$ cat src/design/bls_pkg.sv
// ----------------------------------------------------------------------------
// bls_pkg
// Shared types and constants for the Bresenham line stepper.
// ----------------------------------------------------------------------------
`default_nettype none

package bls_pkg;

  // Width of the RGBA colour carried with every pixel
  localparam int unsigned COLOR_W = 32;

  // Request kind, carried on the slave tuser
  typedef enum logic {
    OP_START = 1'b0,
    OP_TICK  = 1'b1
  } op_e;

  // Per-line control flags held between requests
  typedef struct packed {
    logic active;
    logic steep;
    logic step_down;
  } line_flags_t;

endpackage

`default_nettype wire

$ cat src/design/bls_step.sv
// ----------------------------------------------------------------------------
// bls_step
// Single-pass step logic: sets up a new line on a start request or advances
// the current line by one pixel on a tick, and gives the next line state.
// ----------------------------------------------------------------------------
`default_nettype none

module bls_step #(
  parameter int unsigned COORD_BITS = 12
) (
  // request
  input  var bls_pkg::op_e          op_i,
  input  var logic [COORD_BITS-1:0] start_x_i,
  input  var logic [COORD_BITS-1:0] start_y_i,
  input  var logic [COORD_BITS-1:0] end_x_i,
  input  var logic [COORD_BITS-1:0] end_y_i,
  // current line state
  input  var bls_pkg::line_flags_t  flags_q_i,
  input  var logic [COORD_BITS-1:0] major_pos_q_i,
  input  var logic [COORD_BITS-1:0] major_end_q_i,
  input  var logic [COORD_BITS-1:0] minor_pos_q_i,
  input  var logic [COORD_BITS:0]   major_delta_q_i,
  input  var logic [COORD_BITS+1:0] err_inc_q_i,
  input  var logic [COORD_BITS+3:0] err_acc_q_i,
  // result
  output var logic                  emit_o,
  output var logic                  last_o,
  output var logic [COORD_BITS-1:0] pixel_x_o,
  output var logic [COORD_BITS-1:0] pixel_y_o,
  // next line state
  output var bls_pkg::line_flags_t  flags_d_o,
  output var logic [COORD_BITS-1:0] major_pos_d_o,
  output var logic [COORD_BITS-1:0] major_end_d_o,
  output var logic [COORD_BITS-1:0] minor_pos_d_o,
  output var logic [COORD_BITS:0]   major_delta_d_o,
  output var logic [COORD_BITS+1:0] err_inc_d_o,
  output var logic [COORD_BITS+3:0] err_acc_d_o
);

  localparam int unsigned CW   = COORD_BITS;
  localparam int unsigned ERRW = COORD_BITS + 4;

  // start setup
  logic signed [CW:0]   sx_ext, sy_ext, ex_ext, ey_ext;
  logic signed [CW:0]   dx, dy;
  logic        [CW:0]   adx, ady;
  logic                 steep;
  logic signed [CW-1:0] a_maj, a_min, b_maj, b_min;
  logic signed [CW-1:0] lo_maj, lo_min, hi_maj, hi_min;
  logic signed [CW:0]   dmin;
  logic        [CW:0]   admin;

  // state the emit works on
  bls_pkg::line_flags_t  cur_flags;
  logic signed [CW-1:0]  cur_maj, cur_end, cur_min;
  logic        [CW:0]    cur_delta;
  logic        [CW+1:0]  cur_inc;
  logic signed [ERRW-1:0] cur_acc;

  // emit update
  logic signed [ERRW-1:0] acc_sum, delta_ext;
  logic                   minor_step;

  // Sign-extend endpoints and take axis distances
  always_comb begin
    sx_ext = {start_x_i[CW-1], start_x_i};
    sy_ext = {start_y_i[CW-1], start_y_i};
    ex_ext = {end_x_i[CW-1], end_x_i};
    ey_ext = {end_y_i[CW-1], end_y_i};
    dx     = ex_ext - sx_ext;
    dy     = ey_ext - sy_ext;
    adx    = dx[CW] ? (CW+1)'(1) + (CW+1)'(~dx) : dx;
    ady    = dy[CW] ? (CW+1)'(1) + (CW+1)'(~dy) : dy;
    steep  = adx < ady;
  end

  // Transpose steep lines, then order endpoints along the major axis
  always_comb begin
    if (steep) begin
      a_maj = start_y_i; a_min = start_x_i; b_maj = end_y_i; b_min = end_x_i;
    end else begin
      a_maj = start_x_i; a_min = start_y_i; b_maj = end_x_i; b_min = end_y_i;
    end
    if (a_maj > b_maj) begin
      lo_maj = b_maj; lo_min = b_min; hi_maj = a_maj; hi_min = a_min;
    end else begin
      lo_maj = a_maj; lo_min = a_min; hi_maj = b_maj; hi_min = b_min;
    end
    dmin  = {hi_min[CW-1], hi_min} - {lo_min[CW-1], lo_min};
    admin = dmin[CW] ? (CW+1)'(1) + (CW+1)'(~dmin) : dmin;
  end

  // Pick fresh setup on a start, held state on a tick
  always_comb begin
    if (op_i == bls_pkg::OP_START) begin
      cur_flags.active    = 1'b1;
      cur_flags.steep     = steep;
      cur_flags.step_down = !(hi_min > lo_min);
      cur_maj             = lo_maj;
      cur_end             = hi_maj;
      cur_min             = lo_min;
      cur_delta           = {hi_maj[CW-1], hi_maj} - {lo_maj[CW-1], lo_maj};
      cur_inc             = {admin, 1'b0};
      cur_acc             = '0;
    end else begin
      cur_flags = flags_q_i;
      cur_maj   = major_pos_q_i;
      cur_end   = major_end_q_i;
      cur_min   = minor_pos_q_i;
      cur_delta = major_delta_q_i;
      cur_inc   = err_inc_q_i;
      cur_acc   = err_acc_q_i;
    end
  end

  // Emit the pixel and advance the error term
  always_comb begin
    emit_o    = cur_flags.active;
    last_o    = cur_maj >= cur_end;
    pixel_x_o = cur_flags.steep ? cur_min : cur_maj;
    pixel_y_o = cur_flags.steep ? cur_maj : cur_min;

    acc_sum    = cur_acc + ERRW'(cur_inc);
    delta_ext  = ERRW'(cur_delta);
    minor_step = acc_sum > delta_ext;

    flags_d_o       = cur_flags;
    major_end_d_o   = cur_end;
    major_delta_d_o = cur_delta;
    err_inc_d_o     = cur_inc;
    major_pos_d_o   = cur_maj;
    minor_pos_d_o   = cur_min;
    err_acc_d_o     = cur_acc;

    if (cur_flags.active) begin
      if (last_o) begin
        // drop the line after its final pixel
        flags_d_o.active = 1'b0;
      end else begin
        major_pos_d_o = cur_maj + CW'(1);
        if (minor_step) begin
          minor_pos_d_o = cur_flags.step_down ? cur_min - CW'(1) : cur_min + CW'(1);
          err_acc_d_o   = acc_sum - (delta_ext <<< 1);
        end else begin
          err_acc_d_o   = acc_sum;
        end
      end
    end
  end

endmodule

`default_nettype wire

$ cat src/design/bresenham_line_stepper.sv
// ----------------------------------------------------------------------------
// bresenham_line_stepper
// Integer Bresenham line rasteriser with stream request and pixel ports.
// ----------------------------------------------------------------------------
// A start request (tuser = 0) loads two endpoints and a colour and produces
// the first pixel of the line; each tick request (tuser = 1) produces the
// next pixel, with tlast set on the final one. A tick with no line in
// progress produces nothing, and a start abandons any line in progress.
// The block takes one request per cycle unless a waiting pixel is held back,
// and the pixel appears in the output register on the cycle after the request
// is taken; the error update and coordinate step are combinational, from the
// line state registers to the output register. The request side stays ready
// while a pixel waits, as long as that pixel is taken in the same cycle.
// ----------------------------------------------------------------------------
`default_nettype none

module bresenham_line_stepper #(
  parameter int unsigned COORD_BITS = 12
) (
  input  var logic clk_i,
  input  var logic rst_ni,

  // request stream
  input  var logic                              s_axis_tvalid,
  output var logic                              s_axis_tready,
  // tdata, low bit up: start_x, start_y, end_x, end_y, color, zero fill
  input  var logic [((4*COORD_BITS+32+7)/8)*8-1:0] s_axis_tdata,
  // tuser: op
  input  var logic [0:0]                        s_axis_tuser,

  // pixel stream
  output var logic                              m_axis_tvalid,
  input  var logic                              m_axis_tready,
  // tdata, low bit up: pixel_x, pixel_y, pixel_color, zero fill
  output var logic [((2*COORD_BITS+32+7)/8)*8-1:0] m_axis_tdata,
  output var logic                              m_axis_tlast
);

  localparam int unsigned CW    = COORD_BITS;
  localparam int unsigned ERRW  = COORD_BITS + 4;
  localparam int unsigned COLW  = bls_pkg::COLOR_W;
  localparam int unsigned OUTW  = ((2*COORD_BITS+32+7)/8)*8;

  logic accept;

  // line state
  bls_pkg::line_flags_t flags_q, flags_d;
  logic [CW-1:0]   major_pos_q, major_pos_d;
  logic [CW-1:0]   major_end_q, major_end_d;
  logic [CW-1:0]   minor_pos_q, minor_pos_d;
  logic [CW:0]     major_delta_q, major_delta_d;
  logic [CW+1:0]   err_inc_q, err_inc_d;
  logic [ERRW-1:0] err_acc_q, err_acc_d;
  logic [COLW-1:0] color_q;

  // step results
  logic          emit;
  logic          last;
  logic [CW-1:0] pixel_x, pixel_y;

  // output register
  logic            out_valid_q;
  logic            out_last_q;
  logic [CW-1:0]   out_x_q, out_y_q;
  logic [COLW-1:0] out_color_q;

  bls_pkg::op_e op;
  logic [COLW-1:0] in_color;

  assign op       = bls_pkg::op_e'(s_axis_tuser[0]);
  assign in_color = s_axis_tdata[4*CW +: COLW];

  // Take a request whenever the output register is free or being drained
  assign s_axis_tready = !out_valid_q || m_axis_tready;
  assign accept        = s_axis_tvalid && s_axis_tready;

  bls_step #(
    .COORD_BITS(COORD_BITS)
  ) u_step (
    .op_i            (op),
    .start_x_i       (s_axis_tdata[0    +: CW]),
    .start_y_i       (s_axis_tdata[CW   +: CW]),
    .end_x_i         (s_axis_tdata[2*CW +: CW]),
    .end_y_i         (s_axis_tdata[3*CW +: CW]),
    .flags_q_i       (flags_q),
    .major_pos_q_i   (major_pos_q),
    .major_end_q_i   (major_end_q),
    .minor_pos_q_i   (minor_pos_q),
    .major_delta_q_i (major_delta_q),
    .err_inc_q_i     (err_inc_q),
    .err_acc_q_i     (err_acc_q),
    .emit_o          (emit),
    .last_o          (last),
    .pixel_x_o       (pixel_x),
    .pixel_y_o       (pixel_y),
    .flags_d_o       (flags_d),
    .major_pos_d_o   (major_pos_d),
    .major_end_d_o   (major_end_d),
    .minor_pos_d_o   (minor_pos_d),
    .major_delta_d_o (major_delta_d),
    .err_inc_d_o     (err_inc_d),
    .err_acc_d_o     (err_acc_d)
  );

  // Hold line state; advance it on every accepted request
  always_ff @(posedge clk_i or negedge rst_ni) begin
    if (!rst_ni) begin
      flags_q       <= '0;
      major_pos_q   <= '0;
      major_end_q   <= '0;
      minor_pos_q   <= '0;
      major_delta_q <= '0;
      err_inc_q     <= '0;
      err_acc_q     <= '0;
      color_q       <= '0;
    end else if (accept) begin
      flags_q       <= flags_d;
      major_pos_q   <= major_pos_d;
      major_end_q   <= major_end_d;
      minor_pos_q   <= minor_pos_d;
      major_delta_q <= major_delta_d;
      err_inc_q     <= err_inc_d;
      err_acc_q     <= err_acc_d;
      if (op == bls_pkg::OP_START) begin
        color_q <= in_color;
      end
    end
  end

  // Output valid: load on an emitting request, clear once taken
  always_ff @(posedge clk_i or negedge rst_ni) begin
    if (!rst_ni) begin
      out_valid_q <= 1'b0;
    end else if (accept) begin
      out_valid_q <= emit;
    end else if (m_axis_tready) begin
      out_valid_q <= 1'b0;
    end
  end

  // Output payload
  always_ff @(posedge clk_i) begin
    if (accept && emit) begin
      out_last_q  <= last;
      out_x_q     <= pixel_x;
      out_y_q     <= pixel_y;
      out_color_q <= (op == bls_pkg::OP_START) ? in_color : color_q;
    end
  end

  assign m_axis_tvalid = out_valid_q;
  assign m_axis_tlast  = out_last_q;
  assign m_axis_tdata  = OUTW'({out_color_q, out_y_q, out_x_q});

endmodule

`default_nettype wire

$ cat config.mk
export PLATFORM = sky130hd
export DESIGN_NAME = bresenham_line_stepper
export DESIGN_NICKNAME = d
export VERILOG_FILES = /design/src/design/bls_pkg.sv /design/src/design/bls_step.sv /design/src/design/bresenham_line_stepper.sv
export SDC_FILE = /design/constraint.sdc
export NUM_CORES = 1
export LEC_CHECK = 0
export BUFFER_PORTS_ARGS = -buffer_cell sky130_fd_sc_hd__buf_2
export CORE_MARGIN = 2
export CORE_UTILIZATION = 46
export DETAILED_ROUTE_END_ITERATION = 6
export PLACE_DENSITY = 0.62
export SLEW_MARGIN = 20
export SYNTH_ARGS = -nofsm -noshare
export SYNTH_HDL_FRONTEND = slang
export SYNTH_SLANG_ARGS = --single-unit
$ cat constraint.sdc
create_clock -name clk_i -period 5.08 [get_ports clk_i]
set_input_delay 1.016 -clock clk_i [delete_from_list [all_inputs] [get_ports clk_i]]
set_output_delay 1.016 -clock clk_i [all_outputs]
set_load 0.005 [all_outputs]
Word level (Yosys, flattened, before mapping). Cells that the tools add are included.

$add $sub $neg: 12. Multipliers: 0. Divide/modulo/power cells: 0. Order comparisons: 5. Equality and inequality tests: 0. Shift-type cells: 0. Mux-type cells: 34. Bitwise gates (word level): 3. Reductions and logical operators: 6.

Operator list (count): $mux 12 (19); $mux 16 (4); $mux 13 (4); $sub 12x12->13 (4); $add 2x13->13 const A (3); $not 13->13 (3); $mux 32 (1); $add 12x2->12 const B (2); $gt 12x12->1 (2); $add 16x14->16 (1); $gt 16x14->1 (1); $sub 16x15->16 (1); $mux 14 (1); $lt 13x13->1 (1); $ge 12x12->1 (1); $sub 12x2->12 const B (1); $mux 1 (4); $mux 3 (1); $logic_and 1x1->1 (2); $logic_not 1->1 (2); $reduce_bool 2->1 (1); $logic_or 1x1->1 (1).

Bits in registers: 172. Bits in latches: 0. Bits in writable memories: 0. Bits in read-only memories: 0. Bits of input ports: 85. Output and inout port bits: 59. Logic and storage cells: 75. Memories kept: 0.

Depth between registers and ports, before layout.
Word-level depth: 18. Mapped depth: 74.

Modules after synthesis. A second synthesis with hierarchy kept.

Cell total of the unflattened synthesis: 1727. Area total of the unflattened synthesis: 15273.4 µm².

Modules (own cells, without submodules): bls_step (times used 1, cells an instance 1387, area each 8838.5 µm², sequential area each 0.0 µm²); bresenham_line_stepper (times used 1, cells an instance 340, area each 6434.9 µm², sequential area each 4589.4 µm²).

Least setup slack after synthesis. OpenSTA, ideal clock, no wires.

Path type: input -> register. Start: input port s_axis_tdata[24]. End: register minor_pos_q[11]. Library setup time: 0.129 ns. Arrival time: 13.567 ns. Required time: 4.951 ns. Path slack: -8.617 ns. Stages: 71. Buffers on the path: 10. Path through: inv_1 > ha_1 > fa_1 > nor2b_1 > o21ai_0 > a21boi_0 > o21ai_0 > a21boi_0 > o21ai_0 > a21boi_0 > o21ai_0 > nand2b_1 > a2111oi_0 > a21oi_1 > clkbuf_1 > a21oi_1 > xnor2_1 > ha_1 > [35 not listed] > ha_1 > nand2_1 > or2_2 > o31ai_1 > nor2_1 > xnor2_1 > ha_1 > nand2_1 > nor2_1 > o21ai_0 > a21oi_1 > o21ai_0 > a31oi_2 > nand2_1 > clkbuf_1 > nor3_2 > xor2_1 > o21ai_1.

Word-level cells in the longest chain between the ends: 18. Elaborated cells between the ends (all ways): 36. Classes of those cells: add/sub: 8; order compare: 5; mux: 20; bitwise: 2; reduce/logical: 1.

Ends and longest elaborated chain: start: declaration (RTL line bresenham_line_stepper.sv:27) `input var logic [((4*COORD_BITS+32+7)/8)*8-1:0] s_axis_tdata,`; $sub 12x12->13 (RTL line bls_step.sv:70) `dx = ex_ext - sx_ext;`; $not 13->13 (RTL line bls_step.sv:72) `adx = dx[CW] ? (CW+1)'(1) + (CW+1)'(~dx) : dx;`; $add 2x13->13 (RTL line bls_step.sv:72); $mux 13 (RTL line bls_step.sv:72); $lt 13x13->1 (RTL line bls_step.sv:74) `steep = adx < ady;`; $mux 12 (RTL line bls_step.sv:79) `if (steep) begin`; $gt 12x12->1 (RTL line bls_step.sv:84) `if (a_maj > b_maj) begin`; $mux 12 (RTL line bls_step.sv:84); [3 not listed]; $mux 13 (*) (RTL line bls_step.sv:90) `admin = dmin[CW] ? (CW+1)'(1) + (CW+1)'(~dmin) : dmin;`; $mux 14 (*) (RTL line bls_step.sv:95) `if (op_i == bls_pkg::OP_START) begin`; net err_inc_d[10] (RTL line bresenham_line_stepper.sv:52) `logic [CW+1:0] err_inc_q, err_inc_d;`; $add 16x14->16 (*) (RTL line bls_step.sv:123) `acc_sum = cur_acc + ERRW'(cur_inc);`; $gt 16x14->1 (*) (RTL line bls_step.sv:125) `minor_step = acc_sum > delta_ext;`; $mux 12 (*) (RTL line bls_step.sv:141) `if (minor_step) begin`; $mux 12 (*) (RTL line bls_step.sv:136) `if (last_o) begin`; $mux 12 (*) (RTL line bls_step.sv:135) `if (cur_flags.active) begin`; end signal: assignment (RTL line bresenham_line_stepper.sv:120) `minor_pos_q <= minor_pos_d;`; end: declaration (RTL line bresenham_line_stepper.sv:50) `logic [CW-1:0] minor_pos_q, minor_pos_d;`.

Mark *: on every way through the listed nets, which the timed path passes. The rest lies on a longest branch. A chain may end at the register's enable or synchronous reset.

Worst setup path in the final report.
Start: input port s_axis_tdata[2]. End: register err_acc_q[8].

Word-level cells in the longest chain between the ends: 18. Elaborated cells between the ends (all ways): 30. Classes of those cells: add/sub: 7; order compare: 4; mux: 17; bitwise: 2.

Ends and longest elaborated chain: $sub 12x12->13 (RTL line bls_step.sv:70); $not 13->13 (RTL line bls_step.sv:72); $add 2x13->13 (RTL line bls_step.sv:72); $mux 13 (RTL line bls_step.sv:72); $lt 13x13->1 (RTL line bls_step.sv:74); $mux 12 (RTL line bls_step.sv:79); $gt 12x12->1 (RTL line bls_step.sv:84); $mux 12 (RTL line bls_step.sv:84); [3 not listed]; $mux 13 (*) (RTL line bls_step.sv:90); $mux 14 (*) (RTL line bls_step.sv:95); net err_inc_d[8] (RTL line bresenham_line_stepper.sv:52); $add 16x14->16 (*) (RTL line bls_step.sv:123); $sub 16x15->16 / $gt 16x14->1 (equally long branches) (RTL line bls_step.sv:143, bls_step.sv:125); $mux 16 (*) (RTL line bls_step.sv:141); $mux 16 (*) (RTL line bls_step.sv:136); $mux 16 (*) (RTL line bls_step.sv:135); end signal: assignment (RTL line bresenham_line_stepper.sv:123) `err_acc_q <= err_acc_d;`; end: declaration (RTL line bresenham_line_stepper.sv:53) `logic [ERRW-1:0] err_acc_q, err_acc_d;`.

Marked as above.

==> metrics.yaml <==
crit_required_ns: 5.42
cts.htree.levels: 4
path_max_fanout: 6
synth-xor-area-share_pct: 5.661
muxShareOfSynthArea_pct: 11.30
syn-num-nets: 1987
cts_tree: "built"
die_w_microns: 184.6
placed_area_sq_mm: 0.02025
synth_top_area_share_pct: 19.18
critical_path.top_delay_family: "compound AO/OA/AOI/OAI gates"
clk_pin_slew_ns: 0.07
outcome: "finished, violations left"
final-setup-viol-count: 105
io-pin-count: 144
die_h_microns: 184.6
areaGrowthSynthToFinish_pct: 55.26
ctsHoldBuffers: 0
antenna_found_initial: 0
initial_core_util_pct: 46.36
grt_use_total_pct: 31.55
yosysUniqueCellTypes: 86
worstPathArrival_ns: 12.32
placed_cells: 2772
core_sq_mm: 0.03237
synthFlopType: "dfrtp_1"
cts_sinks: 172
ys_seq_area_share_pct: 30.58
num_vias: 15910
hold_viol_final: 0
via_per_inst: 5.508
yosys.area_share.simple_pct: 17.85
setup-tns-final_ns: -419.41
synth-adder-area-share_pct: 11.38
synth_edf_count: 57
syn_inst: 1770
final_cell_area_sq_mm: 0.02330
yosys-top-cells-area: "dfrtp_1 19%, edfxtp_1 11%, ha_1 11%, mux2_2 6.2%, nand2_1 6.2%"
grt_max_degree: 70
crit_path_end_kind: "flip-flop"
cts_buffers: 17
routed_wl_microns: 55260
place.gp.congestion: 0.9933
synth_top_family_by_area: "compound AO/OA/AOI/OAI gates"
dieArea_sq_mm: 0.03408
ys_ff_latch: 172
drv_slew: 0
yosysWarnings: 0
cts.path.max_buffers: 2
grt_remaining_overflow: 0
fmax_ghz: 0.08347
num_rows: 66
nFillCells: 2455
slowest_delay_ns: 0.40
post-route-worst-setup-slack_ns: -6.901
io_buffer_count: 143
grt_first_pass_wirelength_microns: 83630
async_reset_ff_share_pct: 66.86
layout.cells.non_filler: 2889
grt_pass1_vias: 16000
cts-root-buf: "clkbuf_16"
violations: "setup timing"
dr.pass1.iters: 6
syn_area_sq_mm: 0.01501
avgRoutedWirePerCell_microns: 19.13
synth_top_area_cell: "dfrtp_1"
fin_util_pct: 71.98
drive_gt1_share_pct: 48.10
path_buf_inv: 11
finalNetCount: 2651
avgSynthCellArea_sq_um: 8.478
multi_input_area_sq_mm: 0.01177
worstMarginPinSlew_ns: 0.9577
cap_violations: 0
drc: 0
regArea_sq_mm: 0.004589
hold_class: "flip-flop to flip-flop"
path_common_cell: "o21ai_2"
clk_latency_ns: 0.46
crit_slowest_cell: "or3_4"
diodes: 0
synth_most_common_cell: "nand2_1"
finalCritPeriodShare_pct: 235.8
synth_compound_area_share_pct: 18.33
worstSetupStartpointType: "primary input"
ant_nets: 0
rsz0062_at_grt: "true"
ys_top_cells_by_count: "247 x nand2_1, 179 x nor2_1, 126 x a21oi_1, 126 x ha_1, 120 x o21ai_0"
post-route-min-period_ns: 11.98
slew_headroom_pct: 36.15
worstSetupPathType: "primary input to flip-flop"
drt_iter0_markers: 1050
fin_skew_ns: 0.02623
hpwl_microns: 40330
## worst register-to-register path, cell delays in order, from the launching register on
cell and delay, ns:
dfrtp_1 0.38, and2_1 0.16, ha_1 0.24, fa_1 0.55
inv_1 0.07, ha_1 0.27, fa_1 0.42, nor2b_1 0.18
o21ai_1 0.09, a21boi_1 0.18, o21ai_1 0.12, a21oi_1 0.23
and4_1 0.30, nor3_4 0.06, nor3_2 0.18, buf_4 0.17
xnor2_1 0.07, o21ai_1 0.19, mux2i_1 0.20, o21ai_1 0.08
## metrics by stage
stage	setup slack [ns]	hold WS, ns
2_1_floorplan	-7.046	0.4418
3_3_place_gp	-7.773	0.4529
3_5_place_dp	-7.967	0.4611
4_1_cts	-6.573	0.4782
5_1_grt	-7.302	0.5018
6_report	-6.901	0.4758
## placed cells by master (no fill, tap or decap), drive strengths merged, types with 30 or more instances in the layout
| cell type | Yosys | layout |
|---|---|---|
| nor2 | 180 | 180 |
| nand2 | 248 | 248 |
| dfrtp | 115 | 115 |
| buf | 27 | 712 |
| a21oi | 129 | 129 |
| nor3 | 35 | 35 |
| ha | 126 | 126 |
| mux2 | 83 | 83 |
| edfxtp | 57 | 57 |
| o21ai | 143 | 144 |
| mux2i | 76 | 76 |
| nor2b | 30 | 30 |
| xnor2 | 69 | 69 |
| inv | 106 | 113 |
## flip-flops by register name (all words and copies together) (netlist names), 13 cells and up
| signal | flops |
|---|---|
| color_q | 32 |
| major_delta_q | 13 |
| err_inc_q | 14 |
| out_color_q | 32 |
| err_acc_q | 16 |
## final timing paths
path,endpoint,slack [ns],startpoint,cells past startpoint
worst min-delay path,major_end_q[7]$_DFFE_PN0P_,0.48,major_end_q[7]$_DFFE_PN0P_,2
min in group asynchronous,color_q[5]$_DFFE_PN0P_,0.73,rst_ni,1
worst min register to register,major_end_q[7]$_DFFE_PN0P_,0.48,major_end_q[7]$_DFFE_PN0P_,2
worst max register to register,err_acc_q[13]$_DFFE_PN0P_,0.83,err_inc_q[0]$_DFFE_PN0P_,19
worst max-delay path,err_acc_q[8]$_DFFE_PN0P_,-6.90,s_axis_tdata[2],67
max in group asynchronous,major_delta_q[2]$_DFFE_PN0P_,3.55,rst_ni,2
## area by class of cell
type	count	area share, %
repair buffers	712	22.88
clock buffers	19	1.992
inverters	106	1.772
flip-flops and latches	172	19.70
well taps	442	2.374
clock inverters	13	0.7518
multi-input cells	1425	50.53
## metal layers
| metal | wire length, microns | GRT usage, % |
|---|---|---|
| met5 | 0 | 0 |
| met3 | 3001 | 5.374 |
| met1 | 23310 | 40.12 |
| met4 | 2188 | 13.08 |
| met2 | 26750 | 53.05 |
## cell families (layout without fill, tap and decap cells)
kind of cell             Yosys count  after routing
AO/OA/AOI/OAI                    436            439
buffers and inverters            176            850
multiplexers                     159            159
flip-flops                       172            172
adder cells (fa/ha/maj)          133            133
XOR/XNOR                          97             97
AND/OR/NAND/NOR                  597            597
## repair_timing
action | 4_1_cts | 5_1_grt
buffers inserted | 63 | 24
setup endpoints to repair | 106 | 106
gates cloned | 4 | 0
pin swaps | 121 | 75
resized for setup | 226 | 173
Power is not shown: default switching activity piles up to over one toggle a cycle in this logic, so the estimate is an artifact.
